**src/rtl/dapsc_pkg.sv**
```systemverilog
// Shared types and constants for the two-axis PID servo command block.
// Used by dapsc_pid_axis, dapsc_channel and dual_axis_pid_servo_command.
`default_nettype none

package dapsc_pkg;

  // gain format: unsigned with this many fraction bits
  localparam int GAIN_FRAC_BITS = 12;

  // width of the gain-weighted sum (three 34-bit products plus growth)
  localparam int SUM_W = 36;

  // added to a negative sum so the shift truncates toward zero
  localparam logic [SUM_W-1:0] TRUNC_BIAS = SUM_W'((64'd1 << GAIN_FRAC_BITS) - 64'd1);

  // servo channel mapping
  localparam int CHAN_W = 11;
  localparam logic [CHAN_W-1:0] CHAN_NEUTRAL   = 11'd1000;
  localparam logic [CHAN_W-1:0] CHAN_MIN       = 11'd200;
  localparam logic [CHAN_W-1:0] CHAN_MAX       = 11'd1800;
  localparam logic [CHAN_W-1:0] PITCH_POS_OFF  = 11'd1160;
  localparam logic [CHAN_W-1:0] PITCH_NEG_OFF  = 11'd805;
  localparam logic [CHAN_W-1:0] YAW_POS_OFF    = 11'd1110;
  localparam logic [CHAN_W-1:0] YAW_NEG_OFF    = 11'd890;

  // configuration register map
  typedef enum logic [2:0] {
    REG_PITCH_KP       = 3'd0,
    REG_PITCH_KI       = 3'd1,
    REG_PITCH_KD       = 3'd2,
    REG_YAW_KP         = 3'd3,
    REG_YAW_KI         = 3'd4,
    REG_YAW_KD         = 3'd5,
    REG_INTEGRAL_LIMIT = 3'd6,
    REG_AIM_THRESHOLD  = 3'd7
  } cfg_reg_t;

  // register reset values
  localparam logic [15:0]        RST_PITCH_KP       = 16'd27034;
  localparam logic [15:0]        RST_PITCH_KI       = 16'd74;
  localparam logic [15:0]        RST_PITCH_KD       = 16'd1761;
  localparam logic [15:0]        RST_YAW_KP         = 16'd32195;
  localparam logic [15:0]        RST_YAW_KI         = 16'd414;
  localparam logic [15:0]        RST_YAW_KD         = 16'd1393;
  localparam logic [14:0]        RST_INTEGRAL_LIMIT = 15'd640;
  localparam logic signed [15:0] RST_AIM_THRESHOLD  = 16'sd20;

  // gain set of one axis
  typedef struct packed {
    logic [15:0] kp;
    logic [15:0] ki;
    logic [15:0] kd;
  } pid_gains_t;

endpackage

`default_nettype wire

```
**src/rtl/dapsc_channel.sv**
```systemverilog
// Maps a signed int16 command to a servo channel value: negate, add the
// dead-band offset for its sign, clamp to the channel range. Uses dapsc_pkg.
`default_nettype none

module dapsc_channel
  import dapsc_pkg::*;
(
  input  wire logic signed [15:0]  cmd,
  input  wire logic [CHAN_W-1:0]   pos_off,
  input  wire logic [CHAN_W-1:0]   neg_off,
  output logic [CHAN_W-1:0]        chan
);

  logic signed [17:0] neg_cmd;
  logic signed [17:0] shifted;

  // negate wide, apply sign-dependent offset, clamp
  always_comb begin
    neg_cmd = -18'(cmd);
    if (neg_cmd > 18'sd0) begin
      shifted = neg_cmd + $signed({7'd0, pos_off});
    end else if (neg_cmd == 18'sd0) begin
      shifted = $signed({7'd0, CHAN_NEUTRAL});
    end else begin
      shifted = neg_cmd + $signed({7'd0, neg_off});
    end
    if (shifted > $signed({7'd0, CHAN_MAX})) begin
      chan = CHAN_MAX;
    end else if (shifted < $signed({7'd0, CHAN_MIN})) begin
      chan = CHAN_MIN;
    end else begin
      chan = shifted[CHAN_W-1:0];
    end
  end

endmodule

`default_nettype wire

```
**config.mk**
```make
export PLATFORM = sky130hd
export DESIGN_NAME = dapsc_channel
export DESIGN_NICKNAME = d
export VERILOG_FILES = /design/src/rtl/dapsc_pkg.sv /design/src/rtl/dapsc_channel.sv
export SDC_FILE = /design/constraint.sdc
export NUM_CORES = 1
export LEC_CHECK = 0
export ABC_AREA = 0
export BUFFER_PORTS_ARGS = -buffer_cell sky130_fd_sc_hd__buf_2
export CAP_MARGIN = 0
export CELL_PAD_IN_SITES_DETAIL_PLACEMENT = 0
export CELL_PAD_IN_SITES_GLOBAL_PLACEMENT = 1
export CORE_AREA = 5 5 75 77
export DETAILED_ROUTE_END_ITERATION = 6
export DIE_AREA = 0 0 80 82
export MAX_ROUTING_LAYER = met4
export PLACE_DENSITY_LB_ADDON = 0.1
export SYNTH_ARGS = -nofsm -noshare
export SYNTH_HDL_FRONTEND = slang
export SYNTH_SLANG_ARGS = --single-unit
```
**constraint.sdc**
```tcl
create_clock -name vclk -period 5.05
set_input_delay 0.7575 -clock vclk [all_inputs]
set_output_delay 0.7575 -clock vclk [all_outputs]
set_load 0.01 [all_outputs]
```
==> results.py, run 1 <==
metrics = {
    "layout": {
        "seq_cells": 0,
        "final_cell_mix": "48 x buf_4, 47 x buf_2, 25 x a21oi_1, 25 x ha_1, 17 x xnor2_1",
        "area_delta_synth_final_pct": 41.4,
        "final_cells": 420,
        "regArea_um2": 0,
        "layout-drive-gt1-share_pct": 36.3,
        "clock_buffers": 0,
        "n_antenna_cell": 0,
        "layout_commonest_cell": "buf_4",
        "nets": 418,
        "fillCellCount": 524,
    },
    "place": {
        "dp_cells": 416,
        "port_buffers": 49,
        "pre_cts_slack_ps": -104,
        "dp_hpwl_um": 5450,
        "gp_congestion": 0.931,
    },
    "route": {
        "drt_iter0_drc": 122,
        "wire_per_inst_um": 15.1,
        "drc": 0,
        "wl_um": 6330,
        "dr.pass1.iters": 4,
        "vias": 2288,
        "viasPerCell": 5.45,
        "drtAntennaViolNets": 0,
    },
    "global_route": {
        "grt_pass1_wl_um": 10200,
        "grt_max_degree": 11,
        "overflow": 0,
        "antenna_found_initial": 0,
        "grt_usage_pct": 19.7,
        "grt_pass1_vias": 2176,
    },
    "sta": {
        "fin_crit_ps": 4960,
        "hold_viol": 0,
        "slew_headroom_pct": 48.4,
        "fin_setup_tns_ps": 0,
        "maxSlewViolCount": 0,
        "max_clock_freq_mhz": 202,
        "grt_setup_unrepaired": "yes",
        "worst_slack_ps": 89.7,
        "finalCritPeriodShare_pct": 98.2,
        "tightest_slew_ps": 770,
        "final-setup-viol-count": 0,
    },
    "floorplanning": {
        "fp-row-count": 26,
        "io_pins": 49,
        "core-area_um2": 4940,
        "die-area_um2": 6560,
        "initial_core_util_pct": 39.2,
        "dieWidth_um": 80,
        "die_h_um": 82,
    },
    "min_path": {
        "min_to": "chan[0]",
        "hp-start": "neg_off[0]",
        "min_path_type": "primary input to output port",
        "min_path_cells": 5,
    },
    "power": {
        "switching_power_mw": 0.180,
        "pwr-share-seq_pct": 0,
        "power_density_nw_per_um2": 125,
        "pwr-share-clk_pct": 0,
        "swShare_pct": 52.5,
        "p_int_mw": 0.163,
        "combPwrFrac_pct": 100.0,
        "ir_drop_v": 0.0000443,
        "cellLeakagePower_nw": 1.22,
    },
    "job": {
        "maxCapViolCount": 0,
    },
    "worst_setup_path": {
        "endpoint_kind": "output port",
        "crit_required_ps": 4290,
        "cp.arrival_ps": 4200,
        "startpoint_type": "primary input",
        "cp_max_fo": 5,
        "path_class": "primary input to output port",
    },
    "synth": {
        "synth_top_area_share_pct": 16.8,
        "synth_top_cell_by_area": "ha_1",
        "synth_warnings": 0,
        "synth_cell_types": 65,
        "seq_area_frac_synth_pct": 0,
        "synth_fp_nets": 326,
        "synthCells": 260,
        "syn_area_per_cell_um2": 7.45,
        "yosys-top-cells-area": "ha_1 17%, xnor2_1 8.1%, a21oi_1 6.5%",
        "netlist_area_um2": 1940,
    },
    "clocking": {
        "hold_buffers": 0,
    },
    "status": {
        "status": "completed",
    },
}
## Yosys cell counts (3+ instances only)
| cell | instances |
|---|---|
| a211oi_1 | 3 |
| a21o_1 | 8 |
| a21oi_1 | 25 |
| a31oi_1 | 4 |
| and2_1 | 3 |
| and3_1 | 3 |
| clkbuf_1 | 4 |
| ha_1 | 26 |
| inv_1 | 16 |
| mux2i_1 | 6 |
| nand2_1 | 10 |
| nand2b_1 | 5 |
| nand3_1 | 6 |
| nand4_1 | 3 |
| nor2_1 | 19 |
| nor3_1 | 11 |
| o2111ai_1 | 3 |
| o211ai_1 | 3 |
| o21a_1 | 3 |
| o21ai_0 | 12 |
| o21ai_1 | 4 |
| or4_1 | 3 |
| xnor2_1 | 18 |
| xor2_1 | 9 |
## cells by family after synthesis
family / after synthesis / share of synthesized area [%]
AOI/OAI and AO/OA: 90 / 33.2
xor gates and xnor gates: 27 / 12.2
adders and majority gates: 30 / 19.9
buffers and inverters: 23 / 5.10
muxes: 7 / 3.68
and+or+nand+nor: 83 / 25.8
## critical path, cell delays in order
cell and delay, ps:
buf_8 100, inv_4 50, ha_4 120, or4b_4 490
nor4_4 190, xnor2_1 180, ha_1 310, a21oi_1 140
nand2_1 100, nand3_1 90, and3_4 190, mux2i_1 250
a22oi_2 140, o41ai_4 300, o311ai_4 160, or4_1 480
buf_2 150
## per-layer routing
layer / global-route usage [%] / vias to the layer above / wire [µm]
li1: - / 1179 / -
met1: 26.5 / 1041 / 2940
met2: 35.0 / 64 / 3100
met3: 0.219 / 4 / 244
met4: 0.676 / 0 / 38
met5: - / - / 0
## what timing repair did
action / 4_1_cts / 5_1_grt
resized for setup: 7 / 30
endpoints found under the setup margin: 8 / 8
pin swaps: 0 / 3
setup buffers: 0 / 4
## power by group through the flow
| stage | combinational, mW | clock, mW | sequential (mW) |
|---|---|---|---|
| 6_report | 0.343 | 0 | 0 |
| 5_1_grt | 0.379 | 0 | 0 |
| 4_1_cts | 0.326 | 0 | 0 |
| 3_5_place_dp | 0.317 | 0 | 0 |
| 3_3_place_gp | 0.315 | 0 | 0 |
| 2_1_floorplan | 0.202 | 0 | 0 |
## area by class of cell
cell class	count	area, µm²	area share, %
timing repair buffer	97	626	22.8
inverter	16	65.1	2.37
tap	70	87.6	3.20
multi-input combinational	237	1960	71.6
## worst max path at each step
stage | startpoint | to | slack (ps) | depth (start not counted)
floorplan | cmd[3] | chan[3] | 180 | 14
global placement | cmd[0] | chan[3] | -40 | 17
detailed placement | cmd[0] | chan[3] | -100 | 17
CTS | cmd[0] | chan[3] | 0.04 | 18
global route | cmd[1] | chan[3] | -120 | 17
finish | cmd[0] | chan[3] | 90 | 17
## stage by stage
step,hold slack (ps),utilization [%],power [mW],instance area (µm²)
finish,2080,55.4,0.343,2740
global route,2130,55.4,0.379,2740
CTS,2080,52.6,0.326,2600
detailed placement,2080,51.8,0.317,2560
global placement,2070,51.8,0.315,2560
floorplan,1860,-,0.202,1940
(Power assumes the default switching activity.)
==> run 2: changes to the inputs <==
CELL_PAD_IN_SITES_DETAIL_PLACEMENT = 1   (was 0)
CELL_PAD_IN_SITES_GLOBAL_PLACEMENT = 2   (was 1)
CORE_AREA = 5 5 84 86   (was 5 5 75 77)
DIE_AREA = 0 0 89 91   (was 0 0 80 82)
PLACE_DENSITY = 0.93   (was unset)
PLACE_DENSITY_LB_ADDON = unset   (was 0.1)
==> results.py, run 2 (synthesized netlist as in run 1, its figures left out) <==
metrics = {
    "power": {
        "cellLeakagePower_nw": 1.26,
        "power.total_mw": 0.373,
        "power_density_nw_per_um2": 131,
        "ir_drop_v": 0.0000457,
    },
    "sta": {
        "max_clock_freq_mhz": 193,
        "slew_headroom_pct": 40.5,
        "worst_slack_ps": -136,
        "final-setup-viol-count": 5,
        "grt_setup_unrepaired": "yes",
        "finalCritPeriodShare_pct": 103,
        "tightest_slew_ps": 889,
        "fin_crit_ps": 5190,
        "fin_setup_tns_ps": -229,
        "maxSlewViolCount": 0,
        "hold_viol": 0,
    },
    "floorplanning": {
        "die-area_um2": 8100,
        "dieWidth_um": 89,
        "fp-row-count": 29,
        "die_h_um": 91,
        "io_pins": 49,
        "core-area_um2": 6200,
        "initial_core_util_pct": 31.2,
    },
    "global_route": {
        "antenna_found_initial": 0,
        "grt_usage_pct": 17.6,
        "grt_pass1_wl_um": 11400,
        "grt_max_degree": 11,
        "overflow": 0,
        "grt_pass1_vias": 2492,
    },
    "worst_setup_path": {
        "crit_required_ps": 4290,
        "cp_max_fo": 4,
        "path_cells": "buf_6 -> inv_2 -> ha_4 -> or4b_4 -> nor4_4 -> xnor2_2 -> ha_4 -> buf_6 -> nand4_1 -> a21oi_2 -> o21a_1 -> o211a_1 -> a22oi_2 -> o41ai_4 -> o311ai_4 -> or4_1 -> buf_2",
        "endpoint_kind": "output port",
        "startpoint_type": "primary input",
        "cp_slowest_stage_delay_ps": 530,
        "path_class": "primary input to output port",
        "cp.arrival_ps": 4430,
        "cpMaxStageDelayCell": "or4_1",
    },
    "status": {
        "violations": "setup timing",
        "status": "finished with violations",
    },
    "route": {
        "wl_um": 7730,
        "wire_per_inst_um": 17.8,
        "vias": 2431,
        "dr.pass1.iters": 4,
        "drt_iter0_drc": 75,
        "drtAntennaViolNets": 0,
        "drc": 0,
        "viasPerCell": 5.59,
    },
    "layout": {
        "n_antenna_cell": 0,
        "final_cell_mix": "53 x buf_4, 46 x buf_2, 23 x ha_1, 22 x a21oi_1, 16 x xnor2_1",
        "nets": 426,
        "layout_commonest_cell": "buf_4",
        "clock_buffers": 0,
        "layout-drive-gt1-share_pct": 39.9,
        "regArea_um2": 0,
        "area_delta_synth_final_pct": 47.4,
        "seq_cells": 0,
    },
    "clocking": {
        "hold_buffers": 0,
    },
    "place": {
        "port_buffers": 49,
        "gp_congestion": 0.916,
        "dp_hpwl_um": 6180,
    },
    "min_path": {
        "min_path_type": "primary input to output port",
    },
    "job": {
        "maxCapViolCount": 0,
    },
}
## run 2: cell count changes in the layout (fill, tap and decap cells not counted), moves of 3 or more
cell,previous run,this run
a21oi_2,0,3
buf_4,48,53
nor3_1,9,6
buf_6,0,5
o21ai_1,9,6
a21oi_1,25,22
## run 2: cell type report
class,instances,area (µm²)
fill,791,3350
inverter,16,62.6
multi-input combinational,237,2000
timing repair buffer,105,699
tap,77,96.3
## run 2: repair_timing
action | 4_1_cts | 5_1_grt
setup buffers | 1 | 10
pin swaps | 1 | 21
gates resized for setup | 5 | 39
endpoints found under the hold margin | 0 | 0
endpoints found under the setup margin | 8 | 11
## run 2: report_power, final
group / internal (mW) / switching (mW)
combinational: 0.175 / 0.198
clock: 0 / 0
sequential: 0 / 0
total: 0.175 / 0.198
## run 2: final timing paths
| path | cells after the start | startpoint | to | slack, ps |
|---|---|---|---|---|
| min | 5 | neg_off[0] | chan[0] | 2040 |
| max | 17 | cmd[0] | chan[3] | -140 |
## run 2: per-stage QoR
| step | cells | hold WS, ps | setup slack (ps) | util, % | instance area (µm²) |
|---|---|---|---|---|---|
| floorplan | 260 | 1860 | 181 | - | 1940 |
| global placement | 424 | 2060 | -51.0 | 41.6 | 2580 |
| detailed placement | 424 | 2070 | -210 | 41.6 | 2580 |
| CTS | 425 | 2070 | -81.6 | 42.3 | 2620 |
| global route | 435 | 2100 | -300 | 46.1 | 2860 |
| finish | 435 | 2040 | -136 | 46.1 | 2860 |
## run 2: per-layer routing
layer | vias up | GRT usage, % | share of wire, %
met5 | - | - | 0
met2 | 56 | 31.8 | 52
met4 | 0 | 3.10 | 3.1
li1 | 1197 | - | -
met3 | 18 | 0.362 | 3.7
met1 | 1160 | 21.7 | 41
## run 2: worst max-delay path: cells and delay by family
family                     cells  cell delay, ps
AOI/OAI and AO/OA              6            1250
and+or+nand+nor                4            1400
xor gates and xnor gates       1             140
buffers and inverters          4             420
adders and majority gates      2             440
==> run 3: changes to the inputs <==
CORE_AREA = 2 2 81 83   (was 5 5 84 86)
DIE_AREA = 0 0 83 85   (was 0 0 89 91)
SLEW_MARGIN = 0   (was unset)
clock period = 4.9 ns   (was 5.05 ns; I/O delays follow)
==> results.py, run 3 (synthesized netlist as in run 1, its figures left out) <==
metrics = {
    "layout": {
        "nets": 446,
        "utilization_pct": 51.5,
        "regArea_um2": 0,
        "seq_cells": 0,
        "area_delta_synth_final_pct": 64.8,
        "final_cell_mix": "71 x buf_4, 47 x buf_2, 19 x ha_1, 18 x a21oi_1",
        "clock_buffers": 0,
        "design_area_um2": 3190,
        "n_antenna_cell": 0,
        "layout-drive-gt1-share_pct": 49.2,
        "layout_commonest_cell": "buf_4",
        "final_cells": 455,
    },
    "worst_setup_path": {
        "cp-startpoint": "cmd[0]",
        "cp.depth": 18,
        "cp_common_cell": "ha_4",
        "critPathTopFamily": "simple AND/OR/NAND/NOR gates",
        "path_cells": "buf_8 -> inv_4 -> ha_4 -> or4b_4 -> nor4_4 -> xnor2_2 -> ha_4 -> a21oi_4 -> nand2_2 -> nand3_2 -> and3_4 -> buf_6 -> mux2i_1 -> a22oi_2 -> o41ai_4 -> o311ai_4 -> or4_1 -> buf_2",
        "crit_required_ps": 4160,
        "cp.arrival_ps": 4300,
        "startpoint_type": "primary input",
        "cp_max_fo": 4,
        "cpMaxStageDelayCell": "or4b_4",
        "path_buf_inv": 4,
        "cp_slowest_stage_delay_ps": 500,
        "endpoint_kind": "output port",
        "path_class": "primary input to output port",
    },
    "route": {
        "vias": 2525,
        "dr.pass1.iters": 4,
        "viasPerCell": 5.55,
        "wire_per_inst_um": 18.2,
        "drt_iter0_drc": 85,
        "drtAntennaViolNets": 0,
        "wl_um": 8300,
        "drc": 0,
    },
    "floorplanning": {
        "die_h_um": 85,
        "initial_core_util_pct": 31.2,
        "core-area_um2": 6200,
        "io_pins": 49,
        "fp-row-count": 29,
        "die-area_um2": 7060,
        "dieWidth_um": 83,
    },
    "sta": {
        "tightest_slew_ps": 767,
        "grt_setup_unrepaired": "yes",
        "maxSlewViolCount": 0,
        "holdWs_ps": 2010,
        "finalCritPeriodShare_pct": 103,
        "max_clock_freq_mhz": 199,
        "hold_viol": 0,
        "final-setup-viol-count": 3,
        "fin_crit_ps": 5030,
        "worst_slack_ps": -131,
        "slew_headroom_pct": 48.6,
    },
    "global_route": {
        "grt_usage_pct": 22.2,
        "grt_pass1_wl_um": 12700,
        "overflow": 0,
        "grt_max_degree": 9,
        "grt_pass1_vias": 2684,
        "antenna_found_initial": 0,
    },
    "min_path": {
        "hp-start": "neg_off[0]",
        "min_path_cells": 5,
        "min_path_type": "primary input to output port",
    },
    "clocking": {
        "hold_buffers": 0,
    },
    "place": {
        "gp_congestion": 0.904,
        "dp_hpwl_um": 6400,
        "dpl_cell_area_um2": 2750,
        "dp_cells": 447,
        "port_buffers": 49,
    },
    "status": {
        "violations": "setup timing",
        "status": "finished with violations",
    },
    "power": {
        "cellLeakagePower_nw": 1.38,
        "ir_drop_v": 0.0000520,
        "power_density_nw_per_um2": 137,
    },
    "job": {
        "maxCapViolCount": 0,
    },
}
==> run 3: changes by cell type in the layout (fill, tap and decap cells not counted), sizes merged <==
| cell | before | now |
|---|---|---|
| buf | 105 | 125 |
==> run 3: stage by stage <==
stage | setup TNS (ps) | setup slack, ps | power [mW]
6_report | -204 | -131 | 0.438
3_3_place_gp | -117 | -115 | 0.352
5_1_grt | -906 | -245 | 0.474
3_5_place_dp | -1340 | -256 | 0.366
2_1_floorplan | 0 | 76.1 | 0.208
4_1_cts | -53.7 | -53.7 | 0.395
==> run 3: layout make-up <==
type,instances,area (µm²)
fillers,779,3010
inverters,16,65.1
multi-input cells,237,2180
well taps,77,96.3
repair buffers,125,851
==> run 3: metal layers <==
layer | track usage (%) | up-vias | share of wire [%]
li1 | - | 1235 | -
met1 | 25.6 | 1210 | 41
met2 | 43.9 | 64 | 53
met3 | 0.195 | 16 | 2.5
met4 | 2.98 | 0 | 3.1
met5 | - | - | 0
==> run 3: path summary, 6_finish.rpt <==
check | endpoint | slack [ps]
worst min-delay path | chan[0] | 2010
worst max-delay path | chan[3] | -130
==> run 3: where the power goes <==
group	internal [mW]	total [mW]	switching, mW	leakage [nW]
Sequential	0	0	0	0
Combinational	0.213	0.438	0.226	1.38
Clock	0	0	0	0
==> run 3: worst min-delay path: cells and delay by family <==
family | cells | cell delay, ps
AOI/OAI and AO/OA | 1 | 80
adders and majority gates | 1 | 150
and+or+nand+nor | 1 | 90
buffers and inverters | 2 | 220
==> run 3: what timing repair did <==
action	CTS	global route
cloned	0	0
resized for setup	40	38
buffers inserted	4	4
pin swaps	7	16
setup endpoints to repair	8	8
